<file path="src/design/mmlp_pkg.sv">
// Shared types, constants and tables for the MML note sequencer parser.
package mmlp_pkg;

    localparam int MAX_NOTES = 64;

    // Numerator of the duration division (ms per whole note at tempo 1).
    localparam int DIV_BITS = 18;
    localparam logic [DIV_BITS-1:0] DUR_NUMERATOR = 18'd240000;

    localparam logic KIND_NOTE    = 1'b0;
    localparam logic KIND_SUMMARY = 1'b1;

    localparam logic [1:0] PH_IDLE   = 2'd0;
    localparam logic [1:0] PH_LETTER = 2'd1;
    localparam logic [1:0] PH_LENGTH = 2'd2;
    localparam logic [1:0] PH_CMD    = 2'd3;

    localparam logic [2:0] PCMD_NONE   = 3'd0;
    localparam logic [2:0] PCMD_OCTAVE = 3'd1;
    localparam logic [2:0] PCMD_LENGTH = 3'd2;
    localparam logic [2:0] PCMD_TEMPO  = 3'd3;
    localparam logic [2:0] PCMD_VOICE  = 3'd4;

    typedef struct packed {
        logic [7:0] character;
        logic       end_of_string;
    } in_item_t;

    typedef struct packed {
        logic        kind;
        logic [12:0] frequency;
        logic [15:0] duration_ms;
        logic [1:0]  voice_number;
        logic        repeat_mode;
        logic        last;
    } out_item_t;

    typedef struct packed {
        logic capture;
        logic simple_step;
        logic start_note;
        logic div_step;
        logic load_note;
        logic post_byte;
        logic load_sum;
    } dp_cmd_t;

    typedef struct packed {
        logic eos;
        logic need_note;
        logic div_done;
        logic out_free;
    } dp_status_t;

    // Octave-4 frequencies of the twelve semitones, in hertz.
    function automatic logic [8:0] base_freq(input logic [3:0] semi);
        logic [8:0] f;
        begin
            unique case (semi)
                4'd0:    f = 9'd262;
                4'd1:    f = 9'd277;
                4'd2:    f = 9'd294;
                4'd3:    f = 9'd311;
                4'd4:    f = 9'd330;
                4'd5:    f = 9'd349;
                4'd6:    f = 9'd370;
                4'd7:    f = 9'd392;
                4'd8:    f = 9'd415;
                4'd9:    f = 9'd440;
                4'd10:   f = 9'd466;
                4'd11:   f = 9'd494;
                default: f = 9'd262;
            endcase
            return f;
        end
    endfunction

endpackage

</file>
<file path="src/design/mmlp_ctrl.sv">
// Controller state machine of the MML parser: sequences decode, divide and result loads.
module mmlp_ctrl (
    input  logic                 aclk,
    input  logic                 aresetn,
    input  logic                 s_valid,
    output logic                 in_ready,
    input  mmlp_pkg::dp_status_t status,
    output mmlp_pkg::dp_cmd_t    cmd
);
    import mmlp_pkg::*;

    localparam logic [2:0] ST_IDLE   = 3'd0;
    localparam logic [2:0] ST_DECODE = 3'd1;
    localparam logic [2:0] ST_DIV    = 3'd2;
    localparam logic [2:0] ST_NOTE   = 3'd3;
    localparam logic [2:0] ST_POST   = 3'd4;
    localparam logic [2:0] ST_SUM    = 3'd5;

    logic [2:0] state_reg;
    logic [2:0] state_next;

    assign in_ready = (state_reg == ST_IDLE);

    always_comb begin
        state_next = state_reg;
        cmd = '0;
        unique case (state_reg)
            ST_IDLE: begin
                if (s_valid) begin
                    cmd.capture = 1'b1;
                    state_next = ST_DECODE;
                end
            end
            ST_DECODE: begin
                if (status.need_note) begin
                    cmd.start_note = 1'b1;
                    state_next = ST_DIV;
                end else if (status.eos) begin
                    state_next = ST_SUM;
                end else begin
                    cmd.simple_step = 1'b1;
                    state_next = ST_IDLE;
                end
            end
            ST_DIV: begin
                if (status.div_done) begin
                    state_next = ST_NOTE;
                end else begin
                    cmd.div_step = 1'b1;
                end
            end
            ST_NOTE: begin
                if (status.out_free) begin
                    cmd.load_note = 1'b1;
                    state_next = ST_POST;
                end
            end
            ST_POST: begin
                if (status.eos) begin
                    state_next = ST_SUM;
                end else begin
                    cmd.post_byte = 1'b1;
                    state_next = ST_IDLE;
                end
            end
            ST_SUM: begin
                if (status.out_free) begin
                    cmd.load_sum = 1'b1;
                    state_next = ST_IDLE;
                end
            end
            default: begin
                state_next = ST_IDLE;
            end
        endcase
    end

    always_ff @(posedge aclk) begin
        if (!aresetn) begin
            state_reg <= ST_IDLE;
        end else begin
            state_reg <= state_next;
        end
    end

endmodule

</file>
<file path="src/design/mmlp_dp.sv">
// Datapath of the MML parser: parse state, duration divider and output register.
module mmlp_dp (
    input  logic                 aclk,
    input  logic                 aresetn,
    input  mmlp_pkg::in_item_t   s_data,
    input  mmlp_pkg::dp_cmd_t    cmd,
    output mmlp_pkg::dp_status_t status,
    output logic                 m_valid,
    input  logic                 m_ready,
    output mmlp_pkg::out_item_t  m_data
);
    import mmlp_pkg::*;

    logic [7:0]          char_reg, char_next;
    logic                eos_reg, eos_next;
    logic [1:0]          phase_reg, phase_next;
    logic [3:0]          octave_reg, octave_next;
    logic [15:0]         dflt_len_reg, dflt_len_next;
    logic [15:0]         tempo_reg, tempo_next;
    logic [1:0]          voice_reg, voice_next;
    logic                repeat_reg, repeat_next;
    logic [7:0]          count_reg, count_next;
    logic [15:0]         accum_reg, accum_next;
    logic                has_digits_reg, has_digits_next;
    logic [3:0]          semi_reg, semi_next;
    logic                is_rest_reg, is_rest_next;
    logic [2:0]          pcmd_reg, pcmd_next;
    logic                stopped_reg, stopped_next;
    logic                dotted_reg, dotted_next;
    logic [31:0]         prod_reg, prod_next;
    logic [DIV_BITS-1:0] num_reg, num_next;
    logic [DIV_BITS-1:0] rem_reg, rem_next;
    logic [DIV_BITS-1:0] quo_reg, quo_next;
    logic [4:0]          div_cnt_reg, div_cnt_next;
    logic                m_valid_reg, m_valid_next;
    out_item_t           m_data_reg, m_data_next;

    logic [7:0]  lc;
    logic        is_digit;
    logic        in_note;
    logic        acc_up, acc_down;
    logic [19:0] acc_sum;
    logic [15:0] acc_sat;
    logic [3:0]  oct_ap;
    logic [15:0] len_ap, tempo_ap;
    logic [1:0]  voice_ap;
    logic [3:0]  oct_base;
    logic        letter_hit;
    logic [3:0]  letter_semi;
    logic        do_idle;
    logic [15:0] len_eff, tempo_eff;
    logic [DIV_BITS:0] trial;
    logic        trial_ge;
    logic [15:0] dur;
    logic [3:0]  oct_clamp;
    logic [12:0] base13, freq;
    logic [7:0]  count_inc;

    assign lc       = char_reg | 8'h20;
    assign is_digit = (char_reg >= "0") && (char_reg <= "9");
    assign in_note  = (phase_reg == PH_LETTER) || (phase_reg == PH_LENGTH);
    assign acc_up   = (phase_reg == PH_LETTER) && (char_reg == "#" || char_reg == "+");
    assign acc_down = (phase_reg == PH_LETTER) && (char_reg == "-");

    // Decimal accumulate with saturation at the top of the 16-bit range.
    assign acc_sum = {1'b0, accum_reg, 3'b000} + {3'b000, accum_reg, 1'b0}
                   + {16'd0, char_reg[3:0]};
    assign acc_sat = (acc_sum > 20'd65535) ? 16'hFFFF : acc_sum[15:0];

    // Command values as they would be after the pending command is applied.
    always_comb begin
        oct_ap   = octave_reg;
        len_ap   = dflt_len_reg;
        tempo_ap = tempo_reg;
        voice_ap = voice_reg;
        if (has_digits_reg) begin
            unique case (pcmd_reg)
                PCMD_OCTAVE: if (accum_reg >= 16'd1 && accum_reg <= 16'd8) oct_ap = accum_reg[3:0];
                PCMD_LENGTH: if (accum_reg != 16'd0) len_ap = accum_reg;
                PCMD_TEMPO:  if (accum_reg != 16'd0) tempo_ap = accum_reg;
                PCMD_VOICE:  if (accum_reg <= 16'd2) voice_ap = accum_reg[1:0];
                default: begin
                end
            endcase
        end
    end

    assign oct_base = (phase_reg == PH_CMD) ? oct_ap : octave_reg;

    always_comb begin
        letter_hit  = 1'b1;
        letter_semi = 4'd0;
        unique case (lc)
            "c":     letter_semi = 4'd0;
            "d":     letter_semi = 4'd2;
            "e":     letter_semi = 4'd4;
            "f":     letter_semi = 4'd5;
            "g":     letter_semi = 4'd7;
            "a":     letter_semi = 4'd9;
            "b":     letter_semi = 4'd11;
            default: letter_hit = 1'b0;
        endcase
    end

    assign status.eos       = eos_reg;
    assign status.need_note = !stopped_reg && in_note
                            && (eos_reg || !(is_digit || acc_up || acc_down));
    assign status.div_done  = (div_cnt_reg == 5'(DIV_BITS));
    assign status.out_free  = !m_valid_reg || m_ready;

    assign do_idle = (cmd.simple_step && !stopped_reg && !acc_up && !acc_down
                      && !is_digit)
                   || (cmd.post_byte && !dotted_reg && !stopped_reg);

    assign len_eff   = (has_digits_reg && accum_reg != 16'd0) ? accum_reg
                     : ((dflt_len_reg != 16'd0) ? dflt_len_reg : 16'd1);
    assign tempo_eff = (tempo_reg != 16'd0) ? tempo_reg : 16'd1;

    // One restoring step of the quotient per cycle.
    assign trial    = {rem_reg, num_reg[DIV_BITS-1]};
    assign trial_ge = {13'd0, trial} >= prod_reg;

    assign dur = dotted_reg ? (quo_reg[15:0] + {1'b0, quo_reg[15:1]}) : quo_reg[15:0];

    assign oct_clamp = (octave_reg < 4'd1) ? 4'd1 : ((octave_reg > 4'd8) ? 4'd8 : octave_reg);
    assign base13    = {4'd0, base_freq(semi_reg)};

    always_comb begin
        unique case (oct_clamp)
            4'd1:    freq = base13 >> 3;
            4'd2:    freq = base13 >> 2;
            4'd3:    freq = base13 >> 1;
            4'd5:    freq = base13 << 1;
            4'd6:    freq = base13 << 2;
            4'd7:    freq = base13 << 3;
            4'd8:    freq = base13 << 4;
            default: freq = base13;
        endcase
    end

    assign count_inc = count_reg + 8'd1;

    always_comb begin
        char_next       = char_reg;
        eos_next        = eos_reg;
        phase_next      = phase_reg;
        octave_next     = octave_reg;
        dflt_len_next   = dflt_len_reg;
        tempo_next      = tempo_reg;
        voice_next      = voice_reg;
        repeat_next     = repeat_reg;
        count_next      = count_reg;
        accum_next      = accum_reg;
        has_digits_next = has_digits_reg;
        semi_next       = semi_reg;
        is_rest_next    = is_rest_reg;
        pcmd_next       = pcmd_reg;
        stopped_next    = stopped_reg;
        dotted_next     = dotted_reg;
        prod_next       = prod_reg;
        num_next        = num_reg;
        rem_next        = rem_reg;
        quo_next        = quo_reg;
        div_cnt_next    = div_cnt_reg;
        m_valid_next    = m_valid_reg && !m_ready;
        m_data_next     = m_data_reg;

        if (cmd.capture) begin
            char_next = s_data.character;
            eos_next  = s_data.end_of_string;
        end

        if (cmd.simple_step && !stopped_reg) begin
            if (acc_up) begin
                if (semi_reg >= 4'd11) begin
                    semi_next = 4'd0;
                    if (octave_reg < 4'd9) octave_next = octave_reg + 4'd1;
                end else begin
                    semi_next = semi_reg + 4'd1;
                end
                phase_next = PH_LENGTH;
            end else if (acc_down) begin
                if (semi_reg == 4'd0) begin
                    semi_next = 4'd11;
                    if (octave_reg > 4'd0) octave_next = octave_reg - 4'd1;
                end else begin
                    semi_next = semi_reg - 4'd1;
                end
                phase_next = PH_LENGTH;
            end else if (is_digit) begin
                accum_next      = acc_sat;
                has_digits_next = 1'b1;
                if (in_note) phase_next = PH_LENGTH;
            end else if (phase_reg == PH_CMD) begin
                octave_next   = oct_ap;
                dflt_len_next = len_ap;
                tempo_next    = tempo_ap;
                voice_next    = voice_ap;
                phase_next    = PH_IDLE;
            end
        end

        // A byte outside a note, or the byte that ended a note or command, starts something new.
        if (do_idle) begin
            if (letter_hit) begin
                semi_next       = letter_semi;
                is_rest_next    = 1'b0;
                accum_next      = 16'd0;
                has_digits_next = 1'b0;
                phase_next      = PH_LETTER;
            end else if (lc == "r" || lc == "p") begin
                semi_next       = 4'd0;
                is_rest_next    = 1'b1;
                accum_next      = 16'd0;
                has_digits_next = 1'b0;
                phase_next      = PH_LENGTH;
            end else if (lc == "o" || lc == "l" || lc == "t" || lc == "v") begin
                priority case (lc)
                    "o":     pcmd_next = PCMD_OCTAVE;
                    "l":     pcmd_next = PCMD_LENGTH;
                    "t":     pcmd_next = PCMD_TEMPO;
                    default: pcmd_next = PCMD_VOICE;
                endcase
                accum_next      = 16'd0;
                has_digits_next = 1'b0;
                phase_next      = PH_CMD;
            end else if (char_reg == ">") begin
                if (oct_base < 4'd8) octave_next = oct_base + 4'd1;
            end else if (char_reg == "<") begin
                if (oct_base > 4'd1) octave_next = oct_base - 4'd1;
            end else if (char_reg == "!") begin
                repeat_next = 1'b1;
            end
        end

        if (cmd.start_note) begin
            prod_next    = tempo_eff * len_eff;
            num_next     = DUR_NUMERATOR;
            rem_next     = '0;
            quo_next     = '0;
            div_cnt_next = 5'd0;
            dotted_next  = !eos_reg && (char_reg == ".");
        end

        if (cmd.div_step) begin
            num_next     = {num_reg[DIV_BITS-2:0], 1'b0};
            quo_next     = {quo_reg[DIV_BITS-2:0], trial_ge};
            rem_next     = trial_ge ? DIV_BITS'({13'd0, trial} - prod_reg)
                                    : trial[DIV_BITS-1:0];
            div_cnt_next = div_cnt_reg + 5'd1;
        end

        if (cmd.load_note) begin
            m_valid_next             = 1'b1;
            m_data_next.kind         = KIND_NOTE;
            m_data_next.frequency    = is_rest_reg ? 13'd0 : freq;
            m_data_next.duration_ms  = dur;
            m_data_next.voice_number = 2'd0;
            m_data_next.repeat_mode  = 1'b0;
            m_data_next.last         = 1'b0;
            count_next               = count_inc;
            if (count_inc >= 8'(MAX_NOTES)) stopped_next = 1'b1;
            phase_next               = PH_IDLE;
        end

        if (cmd.load_sum) begin
            m_valid_next             = 1'b1;
            m_data_next.kind         = KIND_SUMMARY;
            m_data_next.frequency    = 13'd0;
            m_data_next.duration_ms  = 16'd0;
            m_data_next.voice_number = (phase_reg == PH_CMD && !stopped_reg) ? voice_ap
                                                                             : voice_reg;
            m_data_next.repeat_mode  = repeat_reg;
            m_data_next.last         = 1'b1;
            phase_next      = PH_IDLE;
            octave_next     = 4'd4;
            dflt_len_next   = 16'd4;
            tempo_next      = 16'd120;
            voice_next      = 2'd0;
            repeat_next     = 1'b0;
            count_next      = 8'd0;
            accum_next      = 16'd0;
            has_digits_next = 1'b0;
            semi_next       = 4'd0;
            is_rest_next    = 1'b0;
            pcmd_next       = PCMD_NONE;
            stopped_next    = 1'b0;
        end
    end

    always_ff @(posedge aclk) begin
        if (!aresetn) begin
            eos_reg        <= 1'b0;
            phase_reg      <= PH_IDLE;
            octave_reg     <= 4'd4;
            dflt_len_reg   <= 16'd4;
            tempo_reg      <= 16'd120;
            voice_reg      <= 2'd0;
            repeat_reg     <= 1'b0;
            count_reg      <= 8'd0;
            accum_reg      <= 16'd0;
            has_digits_reg <= 1'b0;
            semi_reg       <= 4'd0;
            is_rest_reg    <= 1'b0;
            pcmd_reg       <= PCMD_NONE;
            stopped_reg    <= 1'b0;
            dotted_reg     <= 1'b0;
            div_cnt_reg    <= 5'd0;
            m_valid_reg    <= 1'b0;
        end else begin
            eos_reg        <= eos_next;
            phase_reg      <= phase_next;
            octave_reg     <= octave_next;
            dflt_len_reg   <= dflt_len_next;
            tempo_reg      <= tempo_next;
            voice_reg      <= voice_next;
            repeat_reg     <= repeat_next;
            count_reg      <= count_next;
            accum_reg      <= accum_next;
            has_digits_reg <= has_digits_next;
            semi_reg       <= semi_next;
            is_rest_reg    <= is_rest_next;
            pcmd_reg       <= pcmd_next;
            stopped_reg    <= stopped_next;
            dotted_reg     <= dotted_next;
            div_cnt_reg    <= div_cnt_next;
            m_valid_reg    <= m_valid_next;
        end
    end

    always_ff @(posedge aclk) begin
        char_reg   <= char_next;
        prod_reg   <= prod_next;
        num_reg    <= num_next;
        rem_reg    <= rem_next;
        quo_reg    <= quo_next;
        m_data_reg <= m_data_next;
    end

    assign m_valid = m_valid_reg;
    assign m_data  = m_data_reg;

endmodule

</file>
<file path="src/design/mml_note_sequencer_parser.sv">
// Top level of the MML note sequencer parser: controller plus datapath.
//
//  channel | direction | handshake          | payload
//  s_      | in        | s_valid / s_ready  | s_data  (character, end_of_string)
//  m_      | out       | m_valid / m_ready  | m_data  (kind, frequency, duration_ms,
//          |           |                    |          voice_number, repeat_mode, last)
//
// A character that completes no note passes through accept and decode.
// A character that completes a note passes through accept, decode with the 16x16 product,
// 18 restoring divider steps, the exit from the divider, the load once the output register
// is free, and the ending byte. End of string adds the summary transaction.
// Reset is synchronous and active low; all parser settings return to their defaults.
// A waiting result lets the next character in; only a new load into it stalls the parser.
module mml_note_sequencer_parser (
    input  logic                aclk,
    input  logic                aresetn,
    input  logic                s_valid,
    output logic                s_ready,
    input  mmlp_pkg::in_item_t  s_data,
    output logic                m_valid,
    input  logic                m_ready,
    output mmlp_pkg::out_item_t m_data
);
    import mmlp_pkg::*;

    dp_cmd_t    cmd;
    dp_status_t status;

    mmlp_ctrl u_ctrl (
        .aclk     (aclk),
        .aresetn  (aresetn),
        .s_valid  (s_valid),
        .in_ready (s_ready),
        .status   (status),
        .cmd      (cmd)
    );

    mmlp_dp u_dp (
        .aclk    (aclk),
        .aresetn (aresetn),
        .s_data  (s_data),
        .cmd     (cmd),
        .status  (status),
        .m_valid (m_valid),
        .m_ready (m_ready),
        .m_data  (m_data)
    );

endmodule

</file>
<file path="config.mk">
export PLATFORM = sky130hd
export DESIGN_NAME = mml_note_sequencer_parser
export DESIGN_NICKNAME = d
export VERILOG_FILES = /design/src/design/mmlp_pkg.sv /design/src/design/mmlp_ctrl.sv /design/src/design/mmlp_dp.sv /design/src/design/mml_note_sequencer_parser.sv
export SDC_FILE = /design/constraint.sdc
export NUM_CORES = 1
export LEC_CHECK = 0
export BUFFER_PORTS_ARGS = -buffer_cell sky130_fd_sc_hd__buf_2
export CAP_MARGIN = 20
export CORE_MARGIN = 8
export CORE_UTILIZATION = 40
export DETAILED_ROUTE_END_ITERATION = 7
export GPL_ROUTABILITY_DRIVEN = 0
export PLACE_DENSITY_LB_ADDON = 0.2
export SYNTH_ARGS = -nofsm -noshare
export SYNTH_HDL_FRONTEND = slang
export SYNTH_SLANG_ARGS = --single-unit
</file>
<file path="constraint.sdc">
create_clock -name aclk -period 20 [get_ports aclk]
set_input_delay 5 -clock aclk [delete_from_list [all_inputs] [get_ports aclk]]
set_output_delay 5 -clock aclk [all_outputs]
set_load 0.01 [all_outputs]
</file>
### Word level (Yosys, flattened, before mapping)

Memories as Yosys holds them, arrays and structs flattened. A register that Yosys moved wholly into a read port is not among the register bits.
Cells that the tools add are included.

* logic and storage cells: 270
* output and inout bits: 36
* memories kept: 1
* bits in registers: 204
* memory bits (read-only): 128
* bits of input ports: 13

* $add $sub $neg: 12
* multiply operators: 1
* bitwise operators: 9
* equal/unequal tests: 44
* $lt $le $gt $ge: 15
* reductions and logical operators: 55
* mux-type cells: 104

Memories
* (no name shown): words 16, width 8, read ports 1, clocked after memory_dff 1, write ports 0, RTL line mmlp_pkg.sv:59 `unique case (semi)`

Operators with widths (count)
* $mux 16: 14
* $mux 4: 33
* $eq 7x6->1 const B: 13
* $pmux 13 s7: 1
* $mux 18: 5
* $eq 8x6->1 const B: 7
* $reduce_bool 16->1: 3
* $ge 19x32->1: 1
* $mul 16x16->32: 1
* $mux 2: 15
* $mux 1: 24
* $pmux 4 s6: 1
* $add 19x17->20: 1
* $add 20x4->20: 1
* $gt 20x16->1 const B: 1
* $mux 3: 6
* $pmux 3 s6: 1
* $sub 18x18->18: 1
* $add 16x15->16: 1
* $ge 16x1->1 const B: 1
* $le 16x2->1 const B: 1
* $le 16x4->1 const B: 1
* $logic_and 1x1->1: 16
* $reduce_and 8->1: 2
* 39 further kinds: 89

### Longest topological paths before layout

* depth after elaboration: 19
* depth in mapped cells: 30
* depth with buffers taken out: 27

### By module

From an unflattened synthesis, not the netlist that was laid out.

* cells, all modules: 2288
* area total of the unflattened synthesis: 20948.8 µm²

By module, submodules not included
* mmlp_dp: area each 20631.0 µm², times used 1, seq. area each 5064.9 µm², cells each 2244
* mmlp_ctrl: area each 317.8 µm², times used 1, seq. area each 60.1 µm², cells each 44

### Least setup slack after synthesis

No wires, ideal clock.

* path type: reg2reg
* start point: register u_dp.accum_reg[6]
* end point: register u_dp.prod_reg[31] (data pin)
* period minus slack after synthesis: 7.481 ns
* setup slack: 12.519 ns
* setup time: 0.260 ns
* required time: 19.740 ns
* cell stages (with the launch flop): 29
* buffers on the path: 3
* data arrival time: 7.222 ns
* cell sequence: dfxtp_1 > nor4_1 > and3_1 > nand2_1 > o31ai_2 > buf_4 > mux2i_1 > clkbuf_1 > nor2b_1 > fa_1 > inv_1 > fa_1 > inv_1 > fa_1 > fa_1 > fa_1 > inv_1 > fa_1 > inv_1 > ha_1 > clkbuf_1 > a21oi_1 > o211ai_1 > a31o_2 > a31oi_1 > o2111ai_1 > a21oi_1 > o21bai_1 > xnor2_1

* cells in the longest elaborated chain, start to end: 4

RTL lines
* start: declaration: RTL line mmlp_dp.sv:23 `logic [15:0] accum_reg, accum_next;`
* start signal: assignment: RTL line mmlp_dp.sv:319 `accum_reg <= accum_next;`
* $reduce_bool 16->1: RTL line mmlp_dp.sv:115 `assign len_eff = (has_digits_reg && accum_reg != 16'd0) ? accum_reg`
* $logic_and 1x1->1: RTL line mmlp_dp.sv:115
* $mux 16 (*): RTL line mmlp_dp.sv:115
* $mul 16x16->32 (*): RTL line mmlp_dp.sv:237 `prod_next = tempo_eff * len_eff;`
* end signal: assignment: RTL line mmlp_dp.sv:333 `prod_reg <= prod_next;`
* end: declaration: RTL line mmlp_dp.sv:30 `logic [31:0] prod_reg, prod_next;`

Mark *: on every way between the ends. The rest lies on a longest branch, timed or not.
A chain may end at the register's enable or synchronous reset.

### Worst setup path in the final report

* start point: register u_dp.accum_reg[10]
* end point: register u_dp.prod_reg[24] (data pin)

Same word-level chain as after synthesis.

==> impl_metrics.tcl <==
set metrics [dict create \
    seqCellArea_um2 5120 \
    multi_input_area_um2 14400 \
    slew_violations 0 \
    syn_inst 2366 \
    combPwrFrac_pct 4.6 \
    hpwl_mm 39.0 \
    root_buffer "clkbuf_16" \
    pin_count 49 \
    finish.utilization_pct 43.4 \
    largest_reg_flops 33 \
    total_power_mw 0.999 \
    period_minus_slack_ns 8.63 \
    clock_sinks 212 \
    synthesis.area_um2 21100 \
    yosys_warnings 0 \
    seqPwrFrac_pct 46.4 \
    area_delta_synth_final_pct 7.94 \
    fp-row-count 84 \
    synth.distinct_cells 100 \
    setup_viol 0 \
    die_height_um 245 \
    routed_wl_mm 51.5 \
    maxCapViolCount 0 \
    clock_path_buffers 3 \
    slew_headroom_pct 25.0 \
    hold_start "u_dp.m_data[27]" \
    post-place-ws_ns 11.48 \
    syn_nets 2764 \
    p_sw_mw 0.232 \
    cp_slowest_cell "o31ai_4" \
    hold_class "reg -> reg" \
    cts_tree "built" \
    firstDrtPassIters 7 \
    worstSetupStartpoint "u_dp.accum_reg[10]" \
    powerDensity_nw_per_um2 43.9 \
    clkPwrFrac_pct 49.0 \
    die_x_um 245 \
    placed_area_um2 21800 \
    cts_setup_buffers 0 \
    tns_ns 0 \
    p_sw_share_pct 23.2 \
    start_util_pct 40.2 \
    crit_family "adder cells" \
    drtIter0Drc 885 \
    cts-buffers-inserted 27 \
    worstMarginPinSlew_ns 1.12 \
    grt_max_degree 50 \
    timing.final.crit_share_pct 43.1 \
    critPathArrivalTime_ns 8.90 \
    slowest_delay_ns 0.91 \
    nFillCells 5126 \
    dieArea_um2 60300 \
    rsz0062_at_grt "no" \
    vias_per_cell 5.38 \
    final_area_um2 22700 \
    diodes 0 \
    core_area_um2 52300 \
    clk_latency_ns 0.56 \
    timing.fmax_mhz 116 \
    cp_num_buf_inv 3 \
    synth_top_flop_cell "dfxtp_1" \
    synth_edf_count 88 \
    grt_pass1_vias 16683 \
    grt_pass1_wl_mm 86.4 \
    worstReg2RegStart "u_dp.accum_reg[10]" \
    path_class "reg -> reg" \
    ctsResizeCount 0 \
    ir_worst_vdd_mv 0.0564 \
    gr-total-overflow 0 \
    synth_area_per_cell_um2 8.90 \
    critPathMaxFanout 20 \
    crit_path_end_kind "flip-flop" \
    htreeDepth 1 \
    finClkSkew_ns 0.0329 \
    grtUsageTotal_pct 17.1 \
    clk_pin_slew_ns 0.06 \
    ys_async_sr_fraction_pct 0 \
    cpMostUsedCell "fa_1" \
    antenna_found_initial 0 \
    ys_seq_area_share_pct 24.3 \
    drt_drc_violations_left 0 \
    intPower_mw 0.767 \
    power_leakage_nw 10.1 \
    final_nets 2747 \
    cts_hold_buffers 0 \
    num_vias 16467 \
    drive_gt1_share_pct 7.05 \
    status "complete, no violations" \
    start_kind "flip-flop" \
    hold_viol_final 0 \
    finalWorstSetupSlack_ns 11.37 \
    wl_per_cell_um 16.9 \
    ys_ff_latch 212 \
    final_antenna_net_count 0 \
    buffer_ports.inserted 48 \
    required_ns 20.27 \
]
## routing by layer
metal	track usage (%)	part of all wire [%]	vias up
met3	2.35	4.6	71
li1	-	-	7937
met1	22.7	46	8104
met2	29.0	48	355
met4	4.44	2.2	0
met5	0	0	-
## final cells by class
type	count	share of cell area (%)
tap	688	3.79
sequential	212	22.5
inverter	287	4.74
multi-input combinational	1757	63.4
timing repair buffer	64	1.61
clock inverter	11	0.501
clock buffer	39	3.43
## cell families (layout without fill, tap and decap cells)
group / count (synthesis) / in the layout / synth area share (%)
buffers and inverters: 397 / 401 / 7.31
multiplexers: 39 / 39 / 1.91
XOR/XNOR: 71 / 71 / 2.95
adder cells (fa/ha/maj): 385 / 385 / 29.9
AND/OR/NAND/NOR: 796 / 796 / 18.8
flip-flops: 212 / 212 / 24.3
AO/OA/AOI/OAI: 466 / 466 / 14.7
## worst min-delay path, stage by stage (launching register included)
cell	delay [ns]
dfxtp_1	0.31
nand2_1	0.05
nand2_1	0.04
## stage by stage
| step | instances | hold slack, ns |
|---|---|---|
| after floorplan | 2366 | 0.431 |
| after global placement | 3006 | 0.428 |
| after detailed placement | 3008 | 0.436 |
| after CTS | 3058 | 0.447 |
| after global routing | 3058 | 0.474 |
| final | 3058 | 0.441 |
## final timing paths
check,end,slack (ns),cells after the start
setup reg to reg,u_dp.prod_reg[24],11.37,25
hold / removal,u_dp.m_data[27],0.44,2
hold reg to reg,u_dp.m_data[27],0.44,2
setup / recovery,u_dp.prod_reg[24],11.37,25
## power groups by stage
| stage | Sequential, mW | Clock (mW) | Combinational, mW |
|---|---|---|---|
| 2_1_floorplan | 0.468 | 0 | 0.0349 |
| 3_3_place_gp | 0.472 | 0 | 0.0454 |
| 3_5_place_dp | 0.472 | 0 | 0.0463 |
| 4_1_cts | 0.463 | 0.504 | 0.0464 |
| 5_1_grt | 0.464 | 0.521 | 0.0516 |
| 6_report | 0.463 | 0.489 | 0.0464 |
## cells in the final DEF, fill, tap and decap left out, types with 22 or more instances in the layout
cell type	instances
nor2_1	102
edfxtp_1	88
mux2i_1	29
a21oi_1	148
clkbuf_16	27
dfxtp_1	124
xnor2_1	44
inv_1	285
nand3_1	45
xor2_1	27
and2_1	104
fa_1	198
nand2b_1	22
nor2b_1	56
nand2_1	327
a21o_1	27
a211oi_1	22
buf_2	49
o21ai_0	96
ha_1	187
nor3_1	32
## synthesized netlist by cell type (4+ instances only)
| cell | count | area share (%) |
|---|---|---|
| nor3b_1 | 6 | 0.21 |
| nand4_1 | 14 | 0.42 |
| o21a_1 | 21 | 0.75 |
| o22ai_1 | 4 | 0.12 |
| nand2_1 | 327 | 5.8 |
| nand2b_1 | 23 | 0.68 |
| or4_1 | 5 | 0.18 |
| nor4_1 | 15 | 0.45 |
| mux2_2 | 10 | 0.53 |
| a221oi_1 | 4 | 0.17 |
| o211ai_1 | 11 | 0.39 |
| inv_1 | 285 | 5.1 |
| ha_1 | 187 | 11 |
| nand3_1 | 45 | 1.1 |
| nor2_1 | 103 | 1.8 |
| fa_1 | 198 | 19 |
| a21boi_0 | 6 | 0.21 |
| o21ai_1 | 7 | 0.17 |
| a41oi_1 | 5 | 0.21 |
| a21oi_1 | 148 | 3.5 |
| and2_1 | 104 | 3.1 |
| o21bai_1 | 7 | 0.25 |
| xnor2_1 | 44 | 1.8 |
| a31oi_1 | 16 | 0.48 |
| a32oi_1 | 4 | 0.17 |
| a21o_1 | 27 | 0.96 |
| o21ai_0 | 96 | 2.3 |
| or3_1 | 13 | 0.39 |
| nor3_1 | 32 | 0.76 |
| and3_1 | 15 | 0.45 |
| mux2i_1 | 29 | 1.4 |
| buf_2 | 16 | 0.38 |
| edfxtp_1 | 88 | 13 |
| a211oi_1 | 22 | 0.78 |
| buf_1 | 14 | 0.25 |
| o31ai_1 | 4 | 0.14 |
| a22oi_1 | 11 | 0.39 |
| dfxtp_1 | 124 | 12 |
| nor2b_1 | 56 | 1.7 |
| buf_4 | 5 | 0.18 |
| or2_2 | 9 | 0.27 |
| a22o_1 | 14 | 0.58 |
| clkbuf_1 | 72 | 1.3 |
| xor2_1 | 27 | 1.1 |
| o31a_1 | 7 | 0.29 |
Note: power is estimated with default switching activity, not from simulation.
